$ cat src/rtl/efa_ram.sv
// ----------------------------------------------------------------------------
// efa_ram
// Generic single-port-write, single-port-read RAM with registered read data.
// ----------------------------------------------------------------------------
`default_nettype none

module efa_ram #(
   parameter int WIDTH = 8,
   parameter int DEPTH = 16
) (
   input  logic                     clock,
   input  logic                     wr_en,
   input  logic [$clog2(DEPTH)-1:0] wr_addr,
   input  logic [WIDTH-1:0]         wr_data,
   input  logic                     rd_en,
   input  logic [$clog2(DEPTH)-1:0] rd_addr,
   output logic [WIDTH-1:0]         rd_data
);

   logic [WIDTH-1:0] mem_ff [DEPTH];
   logic [WIDTH-1:0] rd_data_ff;

   // write port
   always_ff @(posedge clock) begin
      if (wr_en) begin
         mem_ff[wr_addr] <= wr_data;
      end
   end

   // registered read, holds when not enabled
   always_ff @(posedge clock) begin
      if (rd_en) begin
         rd_data_ff <= mem_ff[rd_addr];
      end
   end

   assign rd_data = rd_data_ff;

endmodule

`default_nettype wire

$ cat config.mk
export PLATFORM = sky130hd
export DESIGN_NAME = efa_ram
export DESIGN_NICKNAME = d
export VERILOG_FILES = /design/src/rtl/efa_ram.sv
export SDC_FILE = /design/constraint.sdc
export NUM_CORES = 1
export LEC_CHECK = 0
export ABC_CLOCK_PERIOD_IN_PS = 2640
export BUFFER_PORTS_ARGS = -buffer_cell sky130_fd_sc_hd__buf_2
export CAP_MARGIN = 5
export CELL_PAD_IN_SITES_DETAIL_PLACEMENT = 1
export CELL_PAD_IN_SITES_GLOBAL_PLACEMENT = 2
export CORE_UTILIZATION = 52
export CTS_CLUSTER_DIAMETER = 30
export DETAILED_ROUTE_END_ITERATION = 8
export PLACE_DENSITY = 0.88
export RECOVER_POWER = 25
export SLEW_MARGIN = 20
export SYNTH_ARGS = -nofsm -noshare
export SYNTH_HDL_FRONTEND = slang
export SYNTH_SLANG_ARGS = --single-unit
$ cat constraint.sdc
create_clock -name clock -period 2.64 [get_ports clock]
set_input_delay 0.396 -clock clock [delete_from_list [all_inputs] [get_ports clock]]
set_output_delay 0.396 -clock clock [all_outputs]
set_load 0.05 [all_outputs]
After elaboration in Yosys (flattened, before gate mapping)
Memories as Yosys holds them, arrays and structs flattened. A register that Yosys moved wholly into a read port is not among the register bits.
Index checks and enable logic that the tools add are counted.
Widths: inputs -> output; s select.
Word-level totals
  bits of input ports: 19
  bits in writable memories: 128
  memories: 1
  logic and storage cells: 3
  register bits: 0
Operators by class
  muxes and demuxes: 2
Memories
  mem_ff: depth 16, width 8, read ports 1, clocked after memory_dff 1, write ports 1, line 20  | logic [WIDTH-1:0] mem_ff [DEPTH];
Operators by type and width (number)
  $mux 1: 2

Longest topological paths before layout
Gate-level depths: netlist of the first run.
  word-level depth: 2
  depth in mapped cells: 5
  mapped depth without buffers: 3

Worst setup path before layout of the first run
Ideal clock, no wire load.
  path type: in2reg
  start: input wr_addr[2]
  end: memory mem_ff[0][0] (enable)
  path buffers: 0
  data arrival time: 1.506 ns
  stages: 2
  setup slack: 0.751 ns
  setup time: 0.383 ns
  cells stage by stage: or3b_2 -> nor3_1
RTL lines
  start, declared: line 13  | input logic [$clog2(DEPTH)-1:0] wr_addr,
  end, declared: line 20
No word-level cell before the write port.

Final worst setup path of the first run
  start: input wr_addr[2]
  end: memory mem_ff[1][3] (enable)
No word-level cell before the write port.

==> parameters.txt, run 1 <==
Parameter                              Value

Run status
  Outcome    completed

Die
  Core ar.    9770 sq um
  Boundary Pins    27
  Width of the die    102 microns
  Die outline area    10500 sq um
  Initial standard-cell utilization of the core    0.535
  Row cnt    36
  Height of the die    102 microns

Global route
  Global routing usage summed across all routing layers    0.260
  Vias in the first global route    2759
  Overflow after GRT    0
  Wire length of the first global-routing pass    17.7 mm
  Maximum number of pins on one net before global-route repair    33
  Initial antenna violation count    0

Drt
  Antenna viol nets, final    0
  Via Count    2595
  Detailed-routing wirelength on met1    4.94 mm
  WL/cell    28.6 microns
  Violation count after the first detailed-routing iteration    223
  Overall routed net length    12.2 mm
  DRC Markers    0
  Number of search-and-repair iterations in the first detailed-routing pass    4
  Met2 wirelength from detailed routing    6.07 mm
  Per-cell via count in the routed design    6.09
  Sum of met3 wire segment lengths after detailed routing    874 microns
  Top routing layer in use    met4

Final layout
  Multi-input gate area    1060 sq um
  Number of diodes added for antenna fixing    0
  P&R area growth vs syn    17.7%
  Filler instances    833
  Share of post-route cells with drive strength above 1    0.280
  Register area    4080 sq um
  Nets    300

STA
  Setup-violating endpoint count in the final report    0
  Final clock period utilization by the worst path    0.609
  Unrepaired setup endpoints after global routing    no
  Normalized max-slew margin    0.384
  Final count of pins violating max slew    0
  Maximum operating frequency    622 MHz
  Sum of negative setup slack    0 ns
  Setup skew after layout    0.00584 ns
  Least-Margin Pin Slew    0.920 ns
  Number of hold violations in the final report    0
  Shortest period the worst path allows    1.61 ns

Synth
  Average size of a mapped cell    22.8 sq um
  Xor/xnor cell area share of the yosys netlist    0
  Synth Area in Adders    0
  Seq cells post-synth    136
  Proportion of synthesized chip area in sequential cells    0.781
  Largest family of logic cells by synthesized area    multiplexers
  Simple-gate portion of the synthesized area    0.0314
  Mapped cell area    5230 sq um
  Number of distinct library cells after synthesis    18
  Proportion of synthesized area in mux cells    0.148
  Count of yosys warnings during synthesis    0
  Syn_nets    248
  Fraction of the mapped netlist area in compound gates    0.0230
  Mapped Cells    229

Worst setup path
  Largest driver fanout on the critical path    8
  Setup Crit Path Kind    input pin to register
  Launching element type of the critical path    input pin
  Worst path required time    2.78 ns
  Data arrival time of the worst path    1.75 ns
  Setup crit end kind    register

Power and ir drop
  Cell Pwr Density    822 nW/um^2
  Worst vdd ir    452 uV
  Overall power after layout    5.06 mW
  Reported leakage power    2.07 nW

Min path
  Worst min path class    input pin to register

Clock network
  Number of buffers on the longest clock path    2
  Clock tree from TritonCTS    done
  H-tree depth reported by CTS    4
  Count of instances resized after the clock tree is built    0
  Number of post-CTS setup repair buffers    0
  Clock sink count    136
  Clock latency on the worst-skew pair    0.52 ns
  Clock buffer count from CTS    17
  Number of hold-repair buffers added at the cts stage    0
  Clock slew at the register clock pins of the worst setup and hold paths    0.06 ns
  Clk Tree Root Cell    sky130_fd_sc_hd__clkbuf_8

Placed design
  RD Place Congestion    0.740
  HPWL reported at the end of detailed placement    7.44 mm
  Port-buffer cells    26

Job
  Max capacitance violation total    0
==> final cells by class <==
| type | instances | share of cell area |
|---|---|---|
| clock inverters | 11 | 0.0252 |
| repair buffers | 43 | 0.0427 |
| well taps | 133 | 0.0271 |
| clock buffers | 20 | 0.0692 |
| flip-flops and latches | 136 | 0.664 |
| multi-input cells | 83 | 0.172 |
==> cell usage in the layout (no fill, tap or decap), types with 4 or more instances in the layout <==
cell type                     n
sky130_fd_sc_hd__clkbuf_1     9
sky130_fd_sc_hd__mux4_1      14
sky130_fd_sc_hd__clkbuf_16   16
sky130_fd_sc_hd__clkinv_2     4
sky130_fd_sc_hd__nor2_1      13
sky130_fd_sc_hd__nand2_1      9
sky130_fd_sc_hd__a22oi_1     16
sky130_fd_sc_hd__edfxtp_1   136
sky130_fd_sc_hd__mux4_2      18
sky130_fd_sc_hd__buf_4       16
sky130_fd_sc_hd__nor3_1       4
sky130_fd_sc_hd__bufinv_16    4
sky130_fd_sc_hd__buf_2       20
==> state kept, by name, summed over array words and instances (netlist names) <==
register  cells
mem_ff      128
rd_data       8
==> cells in the mapped netlist <==
cell type                           n  area (sq um)
sky130_fd_sc_hd__a22oi_1           16           120
sky130_fd_sc_hd__and2_1             1          6.26
sky130_fd_sc_hd__and2b_1            1          7.51
sky130_fd_sc_hd__buf_2              3          15.0
sky130_fd_sc_hd__buf_4              1          7.51
sky130_fd_sc_hd__buf_6              3          33.8
sky130_fd_sc_hd__clkdlybuf4s25_2    3          30.0
sky130_fd_sc_hd__edfxtp_1         136          4080
sky130_fd_sc_hd__mux4_1            14           368
sky130_fd_sc_hd__mux4_2            18           405
sky130_fd_sc_hd__nand2_1            9          33.8
sky130_fd_sc_hd__nand2b_1           2          12.5
sky130_fd_sc_hd__nand3_1            1          5.00
sky130_fd_sc_hd__nand3b_1           2          15.0
sky130_fd_sc_hd__nor2_1            13          48.8
sky130_fd_sc_hd__nor2b_1            1          6.26
sky130_fd_sc_hd__nor3_1             4          20.0
sky130_fd_sc_hd__or3b_2             1          8.76
==> layer usage <==
| layer | GRT usage | vias to the layer above |
|---|---|---|
| met5 | 0 | - |
| met4 | 0.111 | 0 |
| met3 | 0.0718 | 28 |
| met2 | 0.405 | 122 |
| met1 | 0.348 | 1358 |
| li1 | - | 1087 |
==> critical path, cell delays in order <==
cell and delay, ns:
sky130_fd_sc_hd__buf_2 0.11, sky130_fd_sc_hd__or3b_2 0.52, sky130_fd_sc_hd__nor2_1 0.72
==> cell families (layout without fill, tap and decap cells) <==
kind of cell / after synthesis / count (layout)
AOI/OAI and AO/OA: 16 / 16
and+or+nand+nor: 35 / 35
muxes: 32 / 32
DFF: 136 / 136
buffers and inverters: 10 / 74
==> report_power, final <==
| group | total (mW) | switching, mW | internal, mW | leakage, nW |
|---|---|---|---|---|
| sequential | 2.45 | 0.0157 | 2.43 | 1.24 |
| combinational | 0.261 | 0.170 | 0.0907 | 0.552 |
| clock | 2.35 | 0.833 | 1.51 | 0.283 |
==> path summary, 6_finish.rpt <==
path | from | to | slack (ns) | cells past startpoint
max | wr_addr[2] | mem_ff[1][3]$_DFFE_PP_ | 1.03 | 3
min | rd_en | rd_data[1]$_DFFE_PP_ | 0.24 | 1
max reg2reg | mem_ff[5][3]$_DFFE_PP_ | rd_data[3]$_DFFE_PP_ | 1.04 | 3
min reg2reg | mem_ff[8][3]$_DFFE_PP_ | rd_data[3]$_DFFE_PP_ | 0.76 | 3
==> metrics by stage <==
stage          setup WS [ns]  cells  area, sq um  utilization  hold WS [ns]
4_1_cts                 1.04    426         6160        0.630         0.238
3_3_place_gp           0.574    395         5580        0.571         0.726
2_1_floorplan          0.751    229         5230            -         0.495
6_report                1.03    426         6150        0.629         0.244
3_5_place_dp           0.500    395         5580        0.571         0.759
5_1_grt                0.986    426         6150        0.629         0.237
Note: power is estimated with default switching activity, not from simulation.
==> inputs of run 2 (changes only) <==
ABC_AREA = 1   (was unset)
ABC_CLOCK_PERIOD_IN_PS = 1300   (was 2640)
CORE_UTILIZATION = 37   (was 52)
PLACE_DENSITY = 0.8   (was 0.88)
clock period = 1.3 ns   (was 2.64 ns; I/O delays follow)
==> run 2 against run 1 <==
Effect of this change:
- non-clock buffer count up 15
- first-iteration DRC count fell by 20%
- global-route usage is 5.6 points lower
- critical path depth decreased by 2
- flip-flop and latch count stayed put
- combinational power increased to 2.8 times the previous value
- count of clock-buffer cells in the layout decreased by 1
- utilization decreased by 17 points
- cell count up 94%
- highest routed layer unchanged
==> parameters.txt, run 2 <==
Parameter                              Value

Die
  Die outline area    16300 sq um
  Height of the die    128 microns
  Core ar.    15300 sq um
  Row cnt    45
  Initial standard-cell utilization of the core    0.382
  Boundary Pins    27
  Width of the die    128 microns

Global route
  Wire length of the first global-routing pass    23.7 mm
  Overflow after GRT    0
  Global routing usage summed across all routing layers    0.204
  Vias in the first global route    4233
  Initial antenna violation count    0
  Maximum number of pins on one net before global-route repair    54

Synth
  Number of flops mapped to enable cells by yosys    136
  Average size of a mapped cell    10.6 sq um
  Mapped Cells    551
  Most used standard cells in the synthesized netlist    sky130_fd_sc_hd__nand2_1 (173), sky130_fd_sc_hd__edfxtp_1 (136), sky130_fd_sc_hd__inv_1 (100), sky130_fd_sc_hd__nand3_1 (97), sky130_fd_sc_hd__nor2_1 (17)
  Count of yosys warnings during synthesis    0
  Proportion of netlist area held by the largest area contributor    0.698
  Synth async-reset ratio    0
  Count leader, synth    sky130_fd_sc_hd__nand2_1
  Most area-consuming cells after synthesis    sky130_fd_sc_hd__edfxtp_1 (70%), sky130_fd_sc_hd__nand2_1 (11%), sky130_fd_sc_hd__nand3_1 (8.3%)
  Seq cells post-synth    136
  Proportion of synthesized chip area in sequential cells    0.698
  Main synth FF type    sky130_fd_sc_hd__edfxtp_1
  Syn_nets    570
  Cell accounting for the most synthesized area    sky130_fd_sc_hd__edfxtp_1
  Mapped cell area    5850 sq um
  Number of distinct library cells after synthesis    11

Min path
  Hold Path Cell Cnt    1
  Worst hold endpoint    rd_data[6]$_DFFE_PP_
  Launch instance of the worst min-delay path    rd_en
  Worst min path class    input pin to register

Worst setup path
  Setup crit end kind    output port
  Largest incremental delay on the critical path    0.44 ns
  End of the worst register-to-register path    rd_data[1]$_DFFE_PP_
  Data arrival time of the worst path    1.08 ns
  Largest driver fanout on the critical path    1
  Slowest CP cell    sky130_fd_sc_hd__edfxtp_1
  Cell count of the worst reg-to-reg path    6
  Crit path max-delay family    flip-flops
  Buffering stage count on the worst path with inverters included    1
  Worst R2R Setup Slack    0.13 ns
  Ordered cell list for the critical path    buf_4
  Launching element type of the critical path    register
  Worst path required time    1.11 ns
  Setup Crit Path Kind    register to output port
  Source of the worst register-to-register timing path    mem_ff[11][1]$_DFFE_PP_

STA
  Least-Margin Pin Slew    0.847 ns
  Normalized max-slew margin    0.436
  Number of hold violations in the final report    0
  Setup skew after layout    0.0103 ns
  Final clock period utilization by the worst path    0.982
  Maximum operating frequency    783 MHz
  Hold Worst Slack    0.148 ns
  Sum of negative setup slack    0 ns
  Final count of pins violating max slew    0
  Unrepaired setup endpoints after global routing    no
  Setup-violating endpoint count in the final report    0
  Worst path setup slack after routing    0.0231 ns
  Shortest period the worst path allows    1.28 ns

Drt
  Violation count after the first detailed-routing iteration    179
  Overall routed net length    14.7 mm
  Per-cell via count in the routed design    4.74
  DRC Markers    0
  Via Count    3923
  Number of search-and-repair iterations in the first detailed-routing pass    4
  Antenna viol nets, final    0
  WL/cell    17.8 microns

Final layout
  Share of post-route cells with drive strength above 1    0.133
  Post-layout util    0.455
  Most flop-heavy register    mem_ff
  Number of diodes added for antenna fixing    0
  Commonest cells after routing, fill and taps aside    sky130_fd_sc_hd__nand2_1 (173), sky130_fd_sc_hd__edfxtp_1 (136), sky130_fd_sc_hd__inv_1 (100), sky130_fd_sc_hd__nand3_1 (97), sky130_fd_sc_hd__buf_4 (26)
  Layout Cell Area excl Fill    6960 sq um
  Most common library cell in the layout ignoring fill and taps    sky130_fd_sc_hd__nand2_1
  P&R area growth vs syn    19.1%
  Max FFs per register    128
  Nets    623

Power and ir drop
  Worst vdd ir    755 uV
  Reported leakage power    2.99 nW
  Cell Pwr Density    1460 nW/um^2

Clock network
  Clk Tree Root Cell    sky130_fd_sc_hd__clkbuf_16
  Number of post-CTS setup repair buffers    0
  Clock tree from TritonCTS    done
  H-tree depth reported by CTS    4
  Clock latency on the worst-skew pair    0.43 ns
  Number of hold-repair buffers added at the cts stage    0
  Clock sink count    136
  Clock buffer count from CTS    17
  Clock slew at the register clock pins of the worst setup and hold paths    0.06 ns
  Number of buffers on the longest clock path    2

Placed design
  RD Place Congestion    0.796
  Total placed instance area    6410 sq um
  Port-buffer cells    26
  Setup Slack @ Placement    -0.159 ns
  HPWL reported at the end of detailed placement    9.78 mm

Run status
  Outcome    completed

Job
  Max capacitance violation total    0
[run 2: cell count changes after synthesis, sizes merged, moves of 16 or more]
cell   previous run  this run
nand2             9       173
buf               7        24
nand3             1        97
inv               0       102
a22oi            16         0
mux4             32         0
[run 2: how the worst max path moves through the flow]
stage / startpoint / endpoint / slack, ns / depth (start not counted)
final: rd_data[4]$_DFFE_PP_ / rd_data[4] / 0.02 / 1
after global routing: rd_data[4]$_DFFE_PP_ / rd_data[4] / 0.004 / 1
after CTS: rd_data[6]$_DFFE_PP_ / rd_data[6] / 0.01 / 1
after detailed placement: rd_addr[0] / rd_data[0]$_DFFE_PP_ / -0.16 / 8
after global placement: rd_addr[0] / rd_data[3]$_DFFE_PP_ / -0.17 / 9
after floorplan: wr_addr[2] / mem_ff[10][0]$_DFFE_PP_ / 0.15 / 2
[run 2: cell families after synthesis]
group,count (synthesis),share of synthesized area
buf+inv,126,0.0939
simple gates,289,0.208
flops,136,0.698
[run 2: where the power goes]
| group | total, mW | leakage (nW) | internal (mW) | switching [mW] |
|---|---|---|---|---|
| Sequential | 4.98 | 1.24 | 4.94 | 0.0316 |
| Clock | 4.47 | 0.271 | 2.76 | 1.71 |
| Combinational | 0.730 | 1.48 | 0.225 | 0.505 |
| Total | 10.2 | 2.99 | 7.93 | 2.25 |
[run 2: layer usage]
metal  global-route usage  part of all wire  up-vias
met5                    0                 0        -
met4                0.102             0.021        0
met3               0.0392             0.039       21
met1                0.258              0.44     1937
met2                0.336              0.50       75
li1                     -                 -     1890
[run 2: cell type report]
| class | count | area [sq um] |
|---|---|---|
| tap | 211 | 264 |
| multi-input combinational | 289 | 1210 |
| fill | 1736 | 8350 |
| timing repair buffer | 58 | 475 |
| clock inverter | 12 | 110 |
| sequential | 136 | 4080 |
| inverter | 102 | 383 |
| clock buffer | 19 | 433 |
[run 2: worst register-to-register path: stages, from the launching register on]
cell                       delay, ns
sky130_fd_sc_hd__edfxtp_1       0.36
sky130_fd_sc_hd__inv_1          0.07
sky130_fd_sc_hd__nand2_1        0.05
sky130_fd_sc_hd__nand3_1        0.09
sky130_fd_sc_hd__nand3_1        0.10
sky130_fd_sc_hd__nand3_1        0.15
sky130_fd_sc_hd__nand2_1        0.08
[run 2: stage by stage]
| step | total power, mW | cells |
|---|---|---|
| 6_report | 10.2 | 827 |
| 5_1_grt | 10.5 | 827 |
| 4_1_cts | 10.3 | 827 |
| 3_5_place_dp | 5.80 | 796 |
| 3_3_place_gp | 5.78 | 796 |
| 2_1_floorplan | 5.47 | 551 |
[run 2: repair_timing]
action / 4_1_cts / 5_1_grt
gates resized for setup: 2 / 3
endpoints found under the setup margin: 2 / 2
hold endpoints to repair: 0 / 0
==> inputs of run 3 (changes only) <==
ABC_AREA = unset   (was 1)
CORE_UTILIZATION = 43   (was 37)
PLACE_DENSITY = 0.78   (was 0.8)
==> run 3 against run 2 <==
Effect of this change:
- the run now ends with DRC, setup timing left
- wire length decreased by 26%
- utilization increased by 9.5 points
- register-to-register slack got worse by 0.28 ns
- largest cell class unchanged
- critical path depth increased by 2
- flip-flop and latch count unchanged
- clock power increased by 0.9%
- cell count decreased by 45%
- largest power group unchanged
==> parameters.txt, run 3 (synthesized netlist as in run 1, its figures left out) <==
Parameter                              Value

Job
  Max capacitance violation total    0

STA
  Normalized max-slew margin    0.310
  Maximum operating frequency    688 MHz
  Shortest period the worst path allows    1.45 ns
  Final clock period utilization by the worst path    1.12
  Number of hold violations in the final report    0
  Unrepaired setup endpoints after global routing    yes
  Setup skew after layout    0.0108 ns
  Worst path setup slack after routing    -0.153 ns
  Least-Margin Pin Slew    1.03 ns
  Sum of negative setup slack    -0.722 ns
  Final count of pins violating max slew    0
  Setup-violating endpoint count in the final report    8

Final layout
  Commonest cells after routing, fill and taps aside    sky130_fd_sc_hd__edfxtp_1 (136), sky130_fd_sc_hd__mux4_2 (32), sky130_fd_sc_hd__buf_4 (26), sky130_fd_sc_hd__buf_2 (19), sky130_fd_sc_hd__clkbuf_16 (17)
  Most common library cell in the layout ignoring fill and taps    sky130_fd_sc_hd__edfxtp_1
  Final Instance Count excl. Fillers    453
  Max FFs per register    128
  Layout Cell Area excl Fill    6390 sq um
  Share of post-route cells with drive strength above 1    0.419
  Most flop-heavy register    mem_ff
  Number of diodes added for antenna fixing    0
  Nets    316
  P&R area growth vs syn    22.2%
  Filler instances    1018

Clock network
  Clock slew at the register clock pins of the worst setup and hold paths    0.06 ns
  Number of buffers on the longest clock path    2
  H-tree depth reported by CTS    4
  Clock buffer count from CTS    17
  Clk Tree Root Cell    sky130_fd_sc_hd__clkbuf_16
  Clock sink count    136
  Clock latency on the worst-skew pair    0.41 ns
  Number of post-CTS setup repair buffers    0
  Clock tree from TritonCTS    done

Drt
  Antenna viol nets, final    0
  Number of search-and-repair iterations in the first detailed-routing pass    6
  WL/cell    24.1 microns
  Violation count after the first detailed-routing iteration    149
  Overall routed net length    10.9 mm
  DRC Markers    2
  Per-cell via count in the routed design    5.49
  Via Count    2489

Placed design
  RD Place Congestion    0.719
  HPWL reported at the end of detailed placement    6.94 mm
  Placed cell count    421
  Port-buffer cells    26
  Total placed instance area    5790 sq um

Global route
  Vias in the first global route    2726
  Global routing usage summed across all routing layers    0.191
  Initial antenna violation count    0
  Overflow after GRT    0
  Wire length of the first global-routing pass    16.5 mm
  Maximum number of pins on one net before global-route repair    18

Worst setup path
  Crit path max-delay family    multiplexers
  Ordered cell list for the critical path    mux4_2, a22oi_2, nand2_1
  Largest incremental delay on the critical path    0.50 ns
  Worst path required time    1.45 ns
  Buffering stage count on the worst path with inverters included    0
  Launching element type of the critical path    register
  Slowest CP cell    sky130_fd_sc_hd__mux4_2
  Setup Crit Path Kind    register to register
  Largest driver fanout on the critical path    1
  Setup crit end kind    register
  Data arrival time of the worst path    1.60 ns

Min path
  Worst min path class    input pin to register

Die
  Height of the die    112 microns
  Row cnt    39
  Boundary Pins    27
  Initial standard-cell utilization of the core    0.450
  Die outline area    12600 sq um
  Core ar.    11600 sq um
  Width of the die    112 microns

Power and ir drop
  Cell Pwr Density    1580 nW/um^2
  Worst vdd ir    935 uV
  Reported leakage power    2.11 nW

Run status
  Outcome    finished with violations
  Violations in the final reports    DRC, setup timing
==> run 3: worst register-to-register path: stages (launching register included) <==
cell	delay, ns
sky130_fd_sc_hd__edfxtp_1	0.39
sky130_fd_sc_hd__mux4_2	0.50
sky130_fd_sc_hd__a22oi_2	0.22
sky130_fd_sc_hd__nand2_1	0.09
==> run 3: worst paths after layout <==
check	start	slack (ns)	to	cells after the start
setup / recovery	mem_ff[11][5]$_DFFE_PP_	-0.15	rd_data[5]$_DFFE_PP_	3
hold / removal	rd_en	0.18	rd_data[1]$_DFFE_PP_	1
setup reg to reg	mem_ff[11][5]$_DFFE_PP_	-0.15	rd_data[5]$_DFFE_PP_	3
hold reg to reg	mem_ff[12][6]$_DFFE_PP_	0.76	rd_data[6]$_DFFE_PP_	3
==> run 3: stage by stage <==
| stage | setup slack, ns | util | hold slack (ns) | power, mW |
|---|---|---|---|---|
| after floorplan | -0.0954 | - | 0.294 | 5.40 |
| after global placement | -0.487 | 0.498 | 0.582 | 5.64 |
| after detailed placement | -0.507 | 0.498 | 0.593 | 5.66 |
| after CTS | -0.160 | 0.549 | 0.153 | 10.2 |
| after global routing | -0.167 | 0.550 | 0.169 | 10.4 |
| final | -0.153 | 0.550 | 0.184 | 10.1 |
==> run 3: where the power goes <==
| part | switching (mW) | total, mW | internal [mW] | leakage, nW |
|---|---|---|---|---|
| Clock | 1.72 | 4.51 | 2.79 | 0.262 |
| Sequential | 0.0305 | 4.97 | 4.94 | 1.24 |
| Combinational | 0.364 | 0.612 | 0.248 | 0.609 |
==> run 3: per-layer routing <==
layer / GRT usage / vias up / part of all wire
met5: 0 / - / 0
met4: 0.0889 / 0 / 0.0080
met3: 0.0535 / 5 / 0.043
met2: 0.305 / 65 / 0.51
met1: 0.246 / 1318 / 0.43
li1: - / 1101 / -
==> run 3: final cells by class <==
type | instances | area (sq um) | area share
repair buffers | 59 | 473 | 0.0740
multi-input cells | 83 | 1090 | 0.171
flip-flops and latches | 136 | 4080 | 0.639
clock inverters | 14 | 133 | 0.0208
well taps | 143 | 179 | 0.0280
clock buffers | 18 | 429 | 0.0672
==> run 3: what timing repair did <==
item / CTS / global route
resized for setup: 9 / 3
hold buffers: 0 / 0
setup endpoints to repair: 9 / 8
pin swaps: 4 / 3
